--- src/hdl/cps_pkg.sv ---
// Shared types, constants and tables for the cart-pole dynamics step block.
// Holds the fixed-point constants, the CORDIC arctangent table and the step micro-program.
// No dependencies.
package cps_pkg;

    localparam int DATA_W    = 32;
    localparam int CFG_W     = 31;
    localparam int CNT_W     = 16;
    localparam int FRAC_BITS = 16;
    localparam int DQ_W      = DATA_W + FRAC_BITS;
    localparam int ANG_W     = 36;
    localparam int MAG_W     = DATA_W + 30 - FRAC_BITS;
    localparam int CS_SHIFT  = 30 - FRAC_BITS;

    localparam logic [CNT_W-1:0] STEP_LIMIT_DEF = 16'd500;

    localparam int CORDIC_ITERS = 30;
    localparam int RED_STEPS    = 13;

    localparam logic signed [ANG_W-1:0] Q30_PI      = 36'sd3373259426;
    localparam logic signed [ANG_W-1:0] Q30_HALF_PI = 36'sd1686629713;
    localparam logic signed [ANG_W-1:0] Q30_TWO_PI  = 36'sd6746518852;
    localparam logic signed [ANG_W-1:0] Q30_GAIN    = 36'sd652032874;

    localparam logic signed [DATA_W-1:0] FOUR_THIRDS = DATA_W'((4 << FRAC_BITS) / 3);
    localparam logic signed [DATA_W-1:0] S32_MAX = 32'sh7FFF_FFFF;
    localparam logic signed [DATA_W-1:0] S32_MIN = 32'sh8000_0000;

    // Register reset values.
    localparam logic [CFG_W-1:0] RST_PUSH_FORCE   = 31'd655360;
    localparam logic [CFG_W-1:0] RST_CART_MASS    = 31'd65536;
    localparam logic [CFG_W-1:0] RST_POLE_MASS    = 31'd6554;
    localparam logic [CFG_W-1:0] RST_HALF_LEN     = 31'd32768;
    localparam logic [CFG_W-1:0] RST_GRAVITY      = 31'd642253;
    localparam logic [CFG_W-1:0] RST_TIME_STEP    = 31'd1311;
    localparam logic [CFG_W-1:0] RST_ANGLE_LIMIT  = 31'd13726;
    localparam logic [CFG_W-1:0] RST_POS_LIMIT    = 31'd157286;

    // Register indexes.
    localparam logic [2:0] REG_PUSH_FORCE  = 3'd0;
    localparam logic [2:0] REG_CART_MASS   = 3'd1;
    localparam logic [2:0] REG_POLE_MASS   = 3'd2;
    localparam logic [2:0] REG_HALF_LEN    = 3'd3;
    localparam logic [2:0] REG_GRAVITY     = 3'd4;
    localparam logic [2:0] REG_TIME_STEP   = 3'd5;
    localparam logic [2:0] REG_ANGLE_LIMIT = 3'd6;
    localparam logic [2:0] REG_POS_LIMIT   = 3'd7;

    // Datapath operations.
    localparam logic [1:0] OP_ADD = 2'd0;
    localparam logic [1:0] OP_SUB = 2'd1;
    localparam logic [1:0] OP_MUL = 2'd2;
    localparam logic [1:0] OP_DIV = 2'd3;

    // Operand sources.
    localparam logic [4:0] SRC_POS   = 5'd0;
    localparam logic [4:0] SRC_VEL   = 5'd1;
    localparam logic [4:0] SRC_ANG   = 5'd2;
    localparam logic [4:0] SRC_AVEL  = 5'd3;
    localparam logic [4:0] SRC_SN    = 5'd4;
    localparam logic [4:0] SRC_CS    = 5'd5;
    localparam logic [4:0] SRC_TOT   = 5'd6;
    localparam logic [4:0] SRC_PML   = 5'd7;
    localparam logic [4:0] SRC_TEMP  = 5'd8;
    localparam logic [4:0] SRC_NUM2  = 5'd9;
    localparam logic [4:0] SRC_ALPHA = 5'd10;
    localparam logic [4:0] SRC_ACC   = 5'd11;
    localparam logic [4:0] SRC_FORCE = 5'd12;
    localparam logic [4:0] SRC_PMASS = 5'd13;
    localparam logic [4:0] SRC_HLEN  = 5'd14;
    localparam logic [4:0] SRC_GRAV  = 5'd15;
    localparam logic [4:0] SRC_DT    = 5'd16;
    localparam logic [4:0] SRC_FT    = 5'd17;
    localparam logic [4:0] SRC_CMASS = 5'd18;

    // Result destinations.
    localparam logic [3:0] DST_TOT   = 4'd0;
    localparam logic [3:0] DST_PML   = 4'd1;
    localparam logic [3:0] DST_ACC   = 4'd2;
    localparam logic [3:0] DST_TEMP  = 4'd3;
    localparam logic [3:0] DST_NUM2  = 4'd4;
    localparam logic [3:0] DST_ALPHA = 4'd5;
    localparam logic [3:0] DST_VEL   = 4'd6;
    localparam logic [3:0] DST_POS   = 4'd7;
    localparam logic [3:0] DST_AVEL  = 4'd8;
    localparam logic [3:0] DST_ANG   = 4'd9;

    localparam logic [4:0] PROG_LAST = 5'd27;

    typedef struct packed {
        logic [1:0] op;
        logic [4:0] src_a;
        logic [4:0] src_b;
        logic [3:0] dst;
    } t_uop;

    typedef struct packed {
        logic accept;
        logic cordic_go;
        logic op_go;
        t_uop uop;
        logic finish;
        logic publish;
    } t_cmd;

    typedef struct packed {
        logic cor_done;
        logic op_done;
        logic finished;
        logic out_free;
    } t_stat;

    function automatic logic signed [DATA_W-1:0] cps_sat33(input logic signed [DATA_W:0] v);
        logic signed [DATA_W-1:0] r;
        if (v > $signed({S32_MAX[DATA_W-1], S32_MAX})) begin
            r = S32_MAX;
        end else if (v < $signed({S32_MIN[DATA_W-1], S32_MIN})) begin
            r = S32_MIN;
        end else begin
            r = v[DATA_W-1:0];
        end
        return r;
    endfunction

    function automatic logic signed [DATA_W-1:0] cps_sat64(input logic signed [63:0] v);
        logic signed [DATA_W-1:0] r;
        if (v > 64'sh0000_0000_7FFF_FFFF) begin
            r = S32_MAX;
        end else if (v < -64'sh0000_0000_8000_0000) begin
            r = S32_MIN;
        end else begin
            r = v[DATA_W-1:0];
        end
        return r;
    endfunction

    function automatic logic signed [ANG_W-1:0] cps_atan(input logic [4:0] i);
        logic signed [ANG_W-1:0] r;
        unique case (i)
            5'd0:  r = 36'sd843314856;
            5'd1:  r = 36'sd497837829;
            5'd2:  r = 36'sd263043836;
            5'd3:  r = 36'sd133525158;
            5'd4:  r = 36'sd67021686;
            5'd5:  r = 36'sd33543515;
            5'd6:  r = 36'sd16775850;
            5'd7:  r = 36'sd8388437;
            5'd8:  r = 36'sd4194282;
            5'd9:  r = 36'sd2097149;
            5'd10: r = 36'sd1048575;
            5'd11: r = 36'sd524287;
            5'd12: r = 36'sd262143;
            5'd13: r = 36'sd131071;
            5'd14: r = 36'sd65535;
            5'd15: r = 36'sd32767;
            5'd16: r = 36'sd16383;
            5'd17: r = 36'sd8191;
            5'd18: r = 36'sd4095;
            5'd19: r = 36'sd2047;
            5'd20: r = 36'sd1023;
            5'd21: r = 36'sd511;
            5'd22: r = 36'sd255;
            5'd23: r = 36'sd127;
            5'd24: r = 36'sd63;
            5'd25: r = 36'sd31;
            5'd26: r = 36'sd15;
            5'd27: r = 36'sd8;
            5'd28: r = 36'sd4;
            5'd29: r = 36'sd2;
            default: r = '0;
        endcase
        return r;
    endfunction

    function automatic t_uop mk(input logic [1:0] op, input logic [4:0] a,
                                input logic [4:0] b, input logic [3:0] d);
        t_uop u;
        u.op = op;
        u.src_a = a;
        u.src_b = b;
        u.dst = d;
        return u;
    endfunction

    // One simulation step after sin and cos are known.
    function automatic t_uop cps_prog(input logic [4:0] pc);
        t_uop u;
        unique case (pc)
            5'd0:  u = mk(OP_ADD, SRC_CMASS, SRC_PMASS, DST_TOT);
            5'd1:  u = mk(OP_MUL, SRC_PMASS, SRC_HLEN,  DST_PML);
            5'd2:  u = mk(OP_MUL, SRC_AVEL,  SRC_AVEL,  DST_ACC);
            5'd3:  u = mk(OP_MUL, SRC_PML,   SRC_ACC,   DST_ACC);
            5'd4:  u = mk(OP_MUL, SRC_ACC,   SRC_SN,    DST_ACC);
            5'd5:  u = mk(OP_ADD, SRC_FORCE, SRC_ACC,   DST_ACC);
            5'd6:  u = mk(OP_DIV, SRC_ACC,   SRC_TOT,   DST_TEMP);
            5'd7:  u = mk(OP_MUL, SRC_GRAV,  SRC_SN,    DST_NUM2);
            5'd8:  u = mk(OP_MUL, SRC_CS,    SRC_TEMP,  DST_ACC);
            5'd9:  u = mk(OP_SUB, SRC_NUM2,  SRC_ACC,   DST_NUM2);
            5'd10: u = mk(OP_MUL, SRC_CS,    SRC_CS,    DST_ACC);
            5'd11: u = mk(OP_MUL, SRC_PMASS, SRC_ACC,   DST_ACC);
            5'd12: u = mk(OP_DIV, SRC_ACC,   SRC_TOT,   DST_ACC);
            5'd13: u = mk(OP_SUB, SRC_FT,    SRC_ACC,   DST_ACC);
            5'd14: u = mk(OP_MUL, SRC_HLEN,  SRC_ACC,   DST_ACC);
            5'd15: u = mk(OP_DIV, SRC_NUM2,  SRC_ACC,   DST_ALPHA);
            5'd16: u = mk(OP_MUL, SRC_PML,   SRC_ALPHA, DST_ACC);
            5'd17: u = mk(OP_MUL, SRC_ACC,   SRC_CS,    DST_ACC);
            5'd18: u = mk(OP_DIV, SRC_ACC,   SRC_TOT,   DST_ACC);
            5'd19: u = mk(OP_SUB, SRC_TEMP,  SRC_ACC,   DST_ACC);
            5'd20: u = mk(OP_MUL, SRC_ACC,   SRC_DT,    DST_ACC);
            5'd21: u = mk(OP_ADD, SRC_VEL,   SRC_ACC,   DST_VEL);
            5'd22: u = mk(OP_MUL, SRC_VEL,   SRC_DT,    DST_ACC);
            5'd23: u = mk(OP_ADD, SRC_POS,   SRC_ACC,   DST_POS);
            5'd24: u = mk(OP_MUL, SRC_ALPHA, SRC_DT,    DST_ACC);
            5'd25: u = mk(OP_ADD, SRC_AVEL,  SRC_ACC,   DST_AVEL);
            5'd26: u = mk(OP_MUL, SRC_AVEL,  SRC_DT,    DST_ACC);
            5'd27: u = mk(OP_ADD, SRC_ANG,   SRC_ACC,   DST_ANG);
            default: u = mk(OP_ADD, SRC_ACC, SRC_ACC, DST_ACC);
        endcase
        return u;
    endfunction

endpackage

--- src/hdl/cps_ctrl.sv ---
// Sequencer for the cart-pole step: accepts beats, runs CORDIC and the micro-program.
// Depends on cps_pkg for the command and status structs and the program table.
module cps_ctrl (
    input  logic           i_clk,
    input  logic           i_rst_n,
    input  logic           i_in_valid,
    input  logic           i_req_type,
    output logic           o_in_stall,
    input  cps_pkg::t_stat i_stat,
    output cps_pkg::t_cmd  o_cmd
);

    localparam logic [2:0] S_IDLE  = 3'd0;
    localparam logic [2:0] S_CORD  = 3'd1;
    localparam logic [2:0] S_ISSUE = 3'd2;
    localparam logic [2:0] S_WAIT  = 3'd3;
    localparam logic [2:0] S_FIN   = 3'd4;
    localparam logic [2:0] S_PUB   = 3'd5;

    logic [2:0] r_state, n_state;
    logic [4:0] r_pc, n_pc;
    logic       accept;

    assign o_in_stall = (r_state != S_IDLE);
    assign accept = i_in_valid && (r_state == S_IDLE);

    always_comb begin
        n_state = r_state;
        n_pc = r_pc;
        o_cmd = '0;
        o_cmd.uop = cps_pkg::cps_prog(r_pc);
        unique case (r_state)
            S_IDLE: begin
                if (accept) begin
                    o_cmd.accept = 1'b1;
                    if (i_req_type && !i_stat.finished) begin
                        o_cmd.cordic_go = 1'b1;
                        n_state = S_CORD;
                    end else begin
                        n_state = S_PUB;
                    end
                end
            end
            S_CORD: begin
                if (i_stat.cor_done) begin
                    n_pc = '0;
                    n_state = S_ISSUE;
                end
            end
            S_ISSUE: begin
                o_cmd.op_go = 1'b1;
                n_state = S_WAIT;
            end
            S_WAIT: begin
                if (i_stat.op_done) begin
                    if (r_pc == cps_pkg::PROG_LAST) begin
                        n_state = S_FIN;
                    end else begin
                        n_pc = r_pc + 5'd1;
                        n_state = S_ISSUE;
                    end
                end
            end
            S_FIN: begin
                o_cmd.finish = 1'b1;
                n_state = S_PUB;
            end
            S_PUB: begin
                if (i_stat.out_free) begin
                    o_cmd.publish = 1'b1;
                    n_state = S_IDLE;
                end
            end
            default: n_state = S_IDLE;
        endcase
    end

    always_ff @(posedge i_clk) begin
        if (!i_rst_n) begin
            r_state <= S_IDLE;
            r_pc <= '0;
        end else begin
            r_state <= n_state;
            r_pc <= n_pc;
        end
    end

endmodule

--- config.mk ---
export PLATFORM = sky130hd
export DESIGN_NAME = cps_ctrl
export DESIGN_NICKNAME = d
export VERILOG_FILES = /design/src/hdl/cps_pkg.sv /design/src/hdl/cps_ctrl.sv
export SDC_FILE = /design/constraint.sdc
export NUM_CORES = 1
export LEC_CHECK = 0
export ABC_CLOCK_PERIOD_IN_PS = 5000
export BUFFER_PORTS_ARGS = -buffer_cell sky130_fd_sc_hd__buf_2
export CORE_ASPECT_RATIO = 0.9
export CORE_UTILIZATION = 40
export CTS_BUF_LIST = sky130_fd_sc_hd__clkbuf_16
export DETAILED_ROUTE_END_ITERATION = 6
export PLACE_DENSITY = 0.71
export SYNTH_ARGS = -nofsm -noshare
export SYNTH_HDL_FRONTEND = slang
export SYNTH_SLANG_ARGS = --single-unit
--- constraint.sdc ---
create_clock -name i_clk -period 5 [get_ports i_clk]
set_clock_uncertainty 0.15 [all_clocks]
set_input_delay 0.75 -clock i_clk [delete_from_list [all_inputs] [get_ports i_clk]]
set_output_delay 0.75 -clock i_clk [all_outputs]
set_load 0.03 [all_outputs]
==> impl_metrics.ini, run 1 <==
[detailed_routing]
wl_per_cell_um = 13.8
drt_iter0_markers = 148
wl_mm = 3.57
viasPerCell = 5.63
drc = 0
num_vias = 1453
ant_nets = 0
drtPass1Iterations = 4

[cells_and_area]
drive_above_1_share_pct = 22.6
final_area_um2 = 1820
n_antenna_cell = 0
fin_cells = 258
syn2layout_area_growth_pct = 14.9
nNetsFinal = 230

[global_routing]
gr-usage-all-layers_pct = 19.0
antenna_found_initial = 0
grt_pass1_wl_mm = 5.93
grt_max_degree = 24
grt_pass1_vias = 1223
overflow = 0

[timing]
slew_violations = 0
setup_viol = 0
tns_ns = 0
fin_ws_ns = 1.86
timing.slew.headroom_pct = 60.7
finalWorstPathRequiredPeriod_ns = 3.14
hold_viol_final = 0
rsz0062_at_grt = false
worstMarginPinSlew_ns = 0.590
fmax_mhz = 318
post-route-period-util_pct = 62.9

[floorplan]
initial_core_util_pct = 42.1
die-width_um = 68.3
core_um2 = 3760
rows = 21
dieArea_um2 = 4210
fp.dieH_um = 61.7
io_pins = 30

[logic_synthesis]
ys_types = 53
synth_enable_flop_cells = 0
synthesis.nets = 207
ys_seq_elements = 24
syn_area_per_cell_um2 = 8.33
yosysWarnings = 0
synthesis.area_um2 = 1580
synth_top_flop_cell = dfxtp_1
yosysSeqAreaShare_pct = 30.4
syn_inst = 190
async_reset_ff_share_pct = 0

[cts]
htree_levels = 1
cts-root-buf = clkbuf_16
clk_pin_slew_worst_paths_ns = 0.06
cts_buffers = 3
clock-sinks = 24
clock_latency_ns = 0.26
cts_tree = yes
cts_hold_buf = 0
clock_path_buffers = 2
cts_setup_buffers = 0
ctsResizeCount = 0

[place]
pre_cts_slack_ns = 1.82
numPortBuffers = 29
dp_hpwl_mm = 2.48
gp_congestion = 0.847
place_inst = 254
dpl-instance-area_um2 = 1710

[worst_setup_path]
crit_arrival_ns = 3.14
crit_fanout = 9
critPathLaunchType = flop
critPathKind = flop to flop
end_kind = flop
required_ns = 5.00
rr_worst_depth = 10

[hold_path]
hold_depth = 2
worstHoldPathType = flop to flop

[job]
cap_violations = 0

[power]
leakage_nw = 0.807
power_density_nw_per_um2 = 300
vdd_drop_max_mv = 0.141
power_uw = 545

[run_status]
outcome = finished, final reports clean
[cells by family after synthesis]
logic type               count (synthesis)  synth area share (%)
flip-flops                              24                  30.4
AO/OA/AOI/OAI                           56                  25.4
adder cells (fa/ha/maj)                  9                  7.11
AND/OR/NAND/NOR                         73                  25.7
buffers and inverters                   22                  7.59
XOR/XNOR                                 1                 0.553
multiplexers                             5                  3.32
[state kept, by name (all words and copies together), names as in the netlist]
name,cells
r_pc,5
r_state,3
o_cmd,16
[final timing paths]
path	from	end	slack (ns)
worst max-delay path	r_pc[0]	o_cmd[4]	1.86
worst min-delay path	r_pc[1]	r_pc[1]	0.41
worst max register to register	r_pc[0]	o_cmd[4]	1.86
worst min register to register	r_pc[1]	r_pc[1]	0.41
[through the flow]
stage	hold WS [ns]	util, %
after detailed placement	0.403	45.6
after CTS	0.414	48.4
final	0.411	48.4
after global routing	0.453	48.4
after global placement	0.402	45.6
after floorplan	0.376	-
[final cells by class]
cell class / count / area (um2)
Fill cell: 373 / 1940
Timing Repair Buffer: 30 / 153
Tap cell: 46 / 57.6
Clock inverter: 1 / 30.0
Clock buffer: 3 / 75.1
Sequential cell: 24 / 480
Inverter: 10 / 40.0
Multi-Input combinational cell: 144 / 982
[report_power, final]
group          switching [mW]  internal [mW]  leakage (nW)  total (mW)
clock network          0.0693          0.159        0.0511       0.228
logic                  0.0644         0.0364         0.561       0.101
registers              0.0135          0.203         0.195       0.216
[worst max-delay path: stages (launching register included)]
cell       delay (ns)
dfxtp_1          0.35
ha_1             0.27
and4b_4          0.25
a2111oi_4        0.35
xnor2_1          0.15
or2_1            0.32
clkinv_2         0.22
ha_1             0.34
mux2_2           0.29
a221oi_1         0.25
nor2_1           0.08
[Yosys cell counts (2+ instances only)]
| cell | count | area share (%) |
|---|---|---|
| mux2i_1 | 3 | 1.9 |
| ha_1 | 9 | 7.1 |
| nor3_2 | 2 | 1.3 |
| o311ai_0 | 2 | 1.1 |
| clkinv_2 | 2 | 0.63 |
| clkbuf_1 | 4 | 0.95 |
| mux2_2 | 2 | 1.4 |
| inv_1 | 7 | 1.7 |
| dfxtp_1 | 24 | 30 |
| o21ai_0 | 9 | 2.8 |
| nand2_1 | 15 | 3.6 |
| a31oi_1 | 2 | 0.79 |
| nor3_1 | 4 | 1.3 |
| o31a_1 | 2 | 1.1 |
| and3_1 | 3 | 1.2 |
| nand3_1 | 10 | 3.2 |
| a22oi_1 | 3 | 1.4 |
| buf_2 | 4 | 1.3 |
| o211a_1 | 3 | 1.9 |
| a21o_1 | 2 | 0.95 |
| and2_1 | 3 | 1.2 |
| nand2b_1 | 3 | 1.2 |
| or3_1 | 2 | 0.79 |
| o22ai_1 | 4 | 1.6 |
| nor2_2 | 2 | 0.79 |
| buf_6 | 4 | 2.8 |
| o211ai_1 | 2 | 0.95 |
| a21oi_1 | 15 | 4.7 |
| nor4_1 | 2 | 0.79 |
| nor2_1 | 18 | 4.3 |
[routing by layer]
metal,global-route usage (%),vias up,wire length (um)
met3,3.70,6,153
met1,27.0,670,1750
met5,0,-,0
met2,28.2,38,1610
li1,-,739,-
met4,6.85,0,57
[cells in the final DEF, fill, tap and decap left out, types with 2 or more instances in the layout]
cell	Yosys	layout
buf_2	4	29
dfxtp_1	24	24
nand3_1	10	10
nor3_1	4	4
nand2b_1	3	3
o21ai_0	9	9
a31oi_1	2	2
a22oi_1	3	3
mux2i_1	3	3
and3_1	3	3
ha_1	9	9
o31a_1	2	2
nor3_2	2	2
o211a_1	3	3
or3_1	2	2
and2_1	3	3
o211ai_1	2	2
mux2_2	2	2
a21o_1	2	2
o22ai_1	4	4
o311ai_0	2	2
nor2_2	2	2
nor2_1	18	18
clkbuf_16	0	3
nor4_1	2	2
nand2_1	15	15
clkinv_2	2	2
inv_1	7	7
a21oi_1	15	15
Power figures use the tool's default switching activity.
==> inputs of run 2 (changes only) <==
Settings changed: ABC_CLOCK_PERIOD_IN_PS 5000 to 2500, PLACE_DENSITY 0.71 to 0.73.
Clock period 5 ns to 2.5 ns, I/O delays scaled along.
==> run 2 against run 1 <==
Effect of this change:
- the flow now finishes with violations (negative setup slack)
- combinational power rose to 2.9 times the previous value
- setup slack worse by 1.9 ns
- global-route usage rose by 2.2 points
- via count up 14%
- first-iteration DRC count stayed put
- critical path type unchanged
==> impl_metrics.ini, run 2 (synthesis results as in run 1) <==
[worst_setup_path]
critical_path.max_stage_delay_ns = 0.35
path_cells = ha_4, and4b_4, a2111oi_4, xnor2_1, or2_4, clkinv_8, ha_4, mux2_4, a221oi_2, nor2_1
crit_fanout = 7
end_kind = flop
required_ns = 2.50
crit_arrival_ns = 2.51
critPathLaunchType = flop
r2r_slack_ns = -0.006
cpLargestDelayFamily = compound AO/OA/AOI/OAI gates
cpMaxStageDelayCell = a2111oi_4
critPathKind = flop to flop
cp_common_cell = ha_4
crit_buf_inv = 1

[floorplan]
die-width_um = 68.3
io_pins = 30
core_um2 = 3760
fp.dieH_um = 61.7
initial_core_util_pct = 42.1
dieArea_um2 = 4210
rows = 21

[timing]
worstMarginPinSlew_ns = 0.402
post-route-period-util_pct = 100
setup_viol = 1
fmax_mhz = 399
fin_ws_ns = -0.00609
finalWorstPathRequiredPeriod_ns = 2.51
timing.slew.headroom_pct = 73.1
hold_viol_final = 0
rsz0062_at_grt = true
slew_violations = 0

[detailed_routing]
drtPass1Iterations = 4
highest_layer = met4
wl_per_cell_um = 15.3
ant_nets = 0
num_vias = 1650
drc = 0
viasPerCell = 5.61
wl_met3_um = 257
met2_length_mm = 2.13
drt_iter0_markers = 148
wl_mm = 4.49
met1_length_mm = 2.05

[run_status]
violations = negative setup slack
outcome = finished, violations left

[global_routing]
grt_max_degree = 23
grt_pass1_vias = 1442
grt_pass1_wl_mm = 6.57
antenna_found_initial = 0
overflow = 0
gr-usage-all-layers_pct = 21.1

[cts]
cts_buffers = 3
htree_levels = 1
cts_hold_buf = 0
clock_latency_ns = 0.26
cts_tree = yes
clk_pin_slew_worst_paths_ns = 0.06
cts-root-buf = clkbuf_16
clock_path_buffers = 2
clock-sinks = 24

[place]
gp_congestion = 0.875
dpl-instance-area_um2 = 2020
dp_hpwl_mm = 3.00
numPortBuffers = 29

[cells_and_area]
fillCellCount = 295
syn2layout_area_growth_pct = 41.2
final_common_cell = buf_4
layout_common_cells = 33 x buf_4, 29 x buf_2, 22 x dfxtp_1, 17 x nor2_1, 15 x nand2_1
seq_area_um2 = 483
final_area_um2 = 2230
drive_above_1_share_pct = 41.5
nNetsFinal = 266
multiInputGateArea_um2 = 1090
fin_util_pct = 59.5
n_antenna_cell = 0
largest_reg_flops = 16

[power]
vdd_drop_max_mv = 0.328
power_density_nw_per_um2 = 523
leakage_nw = 1.01

[hold_path]
worstHoldPathType = input port to flop

[job]
cap_violations = 0
## run 2: path summary, 6_finish.rpt
kind	from	endpoint	cells past startpoint
worst max-delay path	r_pc[0]	o_cmd[4]	10
worst min-delay path	i_in_valid	r_state[0]	3
worst max register to register	r_pc[0]	o_cmd[4]	10
worst min register to register	r_state[0]	r_state[0]	3
## run 2: routing by layer
layer | track usage, % | up-vias
met5 | 0 | -
met4 | 5.95 | 0
met3 | 4.63 | 10
met2 | 34.0 | 68
met1 | 28.3 | 764
li1 | - | 808
## run 2: layout make-up
cell class	count	area share [%]
flip-flops and latches	24	21.6
repair buffers	66	20.0
well taps	46	2.58
clock inverters	1	1.34
multi-input cells	144	48.8
inverters	10	2.30
clock buffers	3	3.36
## run 2: what timing repair did
action                     4_1_cts  5_1_grt
buffers inserted                 0        4
gates resized for setup          2       21
setup endpoints to repair       10        8
pin swaps                        0       12
## run 2: where the power goes
part,leakage (nW),switching [mW],internal (mW)
Sequential,0.196,0.0101,0.406
Clock,0.0511,0.140,0.318
Combinational,0.758,0.171,0.123
## run 2: worst register-to-register path: stages (launching register included)
cell and delay, ns:
dfxtp_2 0.33, ha_4 0.15, and4b_4 0.19, a2111oi_4 0.35, xnor2_1 0.18, or2_4 0.22, clkinv_8 0.10, ha_4 0.18
mux2_4 0.26, a221oi_2 0.23, nor2_1 0.06
## run 2: stage by stage
| step | setup WS (ns) | hold WS [ns] | setup TNS [ns] | instances | power, mW |
|---|---|---|---|---|---|
| after floorplan | 0.0127 | 0.347 | 0 | 190 | 0.601 |
| after global placement | -0.0542 | 0.481 | -0.120 | 286 | 0.685 |
| after detailed placement | -0.129 | 0.483 | -0.499 | 286 | 0.687 |
| after CTS | 0.0200 | 0.284 | 0 | 290 | 1.15 |
| after global routing | -0.0801 | 0.311 | -0.319 | 294 | 1.22 |
| final | -0.00609 | 0.288 | -0.00609 | 294 | 1.17 |
==> inputs of run 3 (changes only) <==
Settings changed: SETUP_SLACK_MARGIN set to 0.5, SLEW_MARGIN set to 20.
==> run 3 against run 2 <==
Effect of this change:
- hold slack better by 0.0048 ns
- critical endpoint is now o_cmd[6]
- setup slack better by 0.049 ns
- non-clock buffer count rose by 2
- critical path depth is the same
- the run now ends clean
- sequential cell count did not move
- utilization grew 3.9 points
- sequential power is essentially flat
- via count rose by 3.0%
- register-to-register slack better by 0.05 ns
- global-route usage rose by 2.1 points
- largest power group unchanged
- cell area up 6.5%
- maximum frequency up 2.0%
==> impl_metrics.ini, run 3 (synthesis results as in run 1) <==
[cts]
clock_latency_ns = 0.26
htree_levels = 1
cts_hold_buf = 0
cts_tree = yes
clock-sinks = 24
cts_buffers = 3
clock_path_buffers = 2
cts-root-buf = clkbuf_16
clk_pin_slew_worst_paths_ns = 0.06

[floorplan]
fp.dieH_um = 61.7
initial_core_util_pct = 42.1
io_pins = 30
dieArea_um2 = 4210
core_um2 = 3760
die-width_um = 68.3
rows = 21

[global_routing]
overflow = 0
antenna_found_initial = 0
grt_pass1_wl_mm = 7.22
gr-usage-all-layers_pct = 23.2
grt_pass1_vias = 1496
grt_max_degree = 16

[power]
power_density_nw_per_um2 = 508
vdd_drop_max_mv = 0.263
leakage_nw = 1.05

[worst_setup_path]
critPathKind = flop to flop
r2r_slack_ns = 0.04
rr_worst_depth = 10
crit_arrival_ns = 2.45
crit_fanout = 7
worstReg2RegStart = r_pc[1]
reg2reg_to = o_cmd[6]
required_ns = 2.50
critPathLaunchType = flop
end_kind = flop

[timing]
timing.slew.headroom_pct = 77.0
worstMarginPinSlew_ns = 0.341
finalWorstPathRequiredPeriod_ns = 2.46
fmax_mhz = 407
setup_viol = 0
rsz0062_at_grt = true
fin_ws_ns = 0.0430
post-route-period-util_pct = 98.3
hold_viol_final = 0
slew_violations = 0

[place]
dp_hpwl_mm = 3.05
pre_cts_slack_ns = -0.0715
dpl-instance-area_um2 = 2020
gp_congestion = 0.866
numPortBuffers = 29

[cells_and_area]
fin_util_pct = 63.3
nNetsFinal = 268
final_common_cell = buf_4
final_area_um2 = 2380
n_antenna_cell = 0
largest_reg_flops = 16
drive_above_1_share_pct = 48.0
syn2layout_area_growth_pct = 50.4
fillCellCount = 291
layout_common_cells = 33 x buf_4, 26 x buf_2, 21 x dfxtp_1, 14 x nand2_1, 13 x nor2_1

[hold_path]
worstHoldPathType = input port to flop
hold_start = i_in_valid
hold_depth = 3
hold_path_end = r_state[0]

[run_status]
outcome = finished, final reports clean

[detailed_routing]
wl_per_cell_um = 16.0
viasPerCell = 5.74
drtPass1Iterations = 5
num_vias = 1700
wl_mm = 4.74
drc = 0
ant_nets = 0
drt_iter0_markers = 206

[job]
cap_violations = 0
-- run 3: layer usage --
| layer | part of all wire (%) | GRT usage (%) |
|---|---|---|
| met5 | 0 | 0 |
| met4 | 1.1 | 6.85 |
| met3 | 7.1 | 3.89 |
| met2 | 46 | 37.0 |
| met1 | 45 | 32.0 |
-- run 3: timing repair --
item / 4_1_cts / 5_1_grt
pin swaps: 13 / 10
gates resized for setup: 35 / 11
setup buffers: 5 / 3
setup endpoints to repair: 20 / 19
-- run 3: final cells by class --
class,count,area (um2),area share [%]
clock inverter,1,30.0,1.26
multi-input combinational,144,1190,50.1
inverter,10,51.3,2.16
tap,46,57.6,2.42
clock buffer,3,75.1,3.15
timing repair buffer,68,488,20.5
sequential,24,487,20.5
-- run 3: through the flow --
step | hold WS, ns | cells | power (mW) | setup TNS [ns]
detailed placement | 0.485 | 284 | 0.691 | -0.302
floorplan | 0.347 | 190 | 0.608 | 0
global route | 0.312 | 296 | 1.26 | -0.0543
global placement | 0.474 | 284 | 0.689 | -0.121
CTS | 0.297 | 293 | 1.20 | 0
finish | 0.293 | 296 | 1.21 | 0
-- run 3: worst max-delay path, cell delays in order (launching register included) --
cell and delay, ns:
dfxtp_2 0.33, ha_4 0.15, and4b_4 0.21, a2111oi_4 0.29, xnor2_1 0.12, or2_4 0.30
clkinv_8 0.08, ha_4 0.20, nor2_4 0.05, a21o_1 0.15, a221o_1 0.31
-- run 3: worst max path at each step --
stage / start / end / slack [ns]
after floorplan: r_pc[0] / o_cmd[11] / 0.08
after global placement: r_state[1] / o_cmd[11] / -0.07
after detailed placement: r_pc[1] / o_cmd[4] / -0.07
after CTS: r_pc[1] / o_cmd[4] / 0.09
after global routing: r_pc[1] / o_cmd[4] / -0.03
final: r_pc[1] / o_cmd[6] / 0.04
-- run 3: power by group --
| group | switching, mW | internal, mW |
|---|---|---|
| combinational | 0.186 | 0.149 |
| sequential | 0.0115 | 0.406 |
| clock | 0.139 | 0.318 |
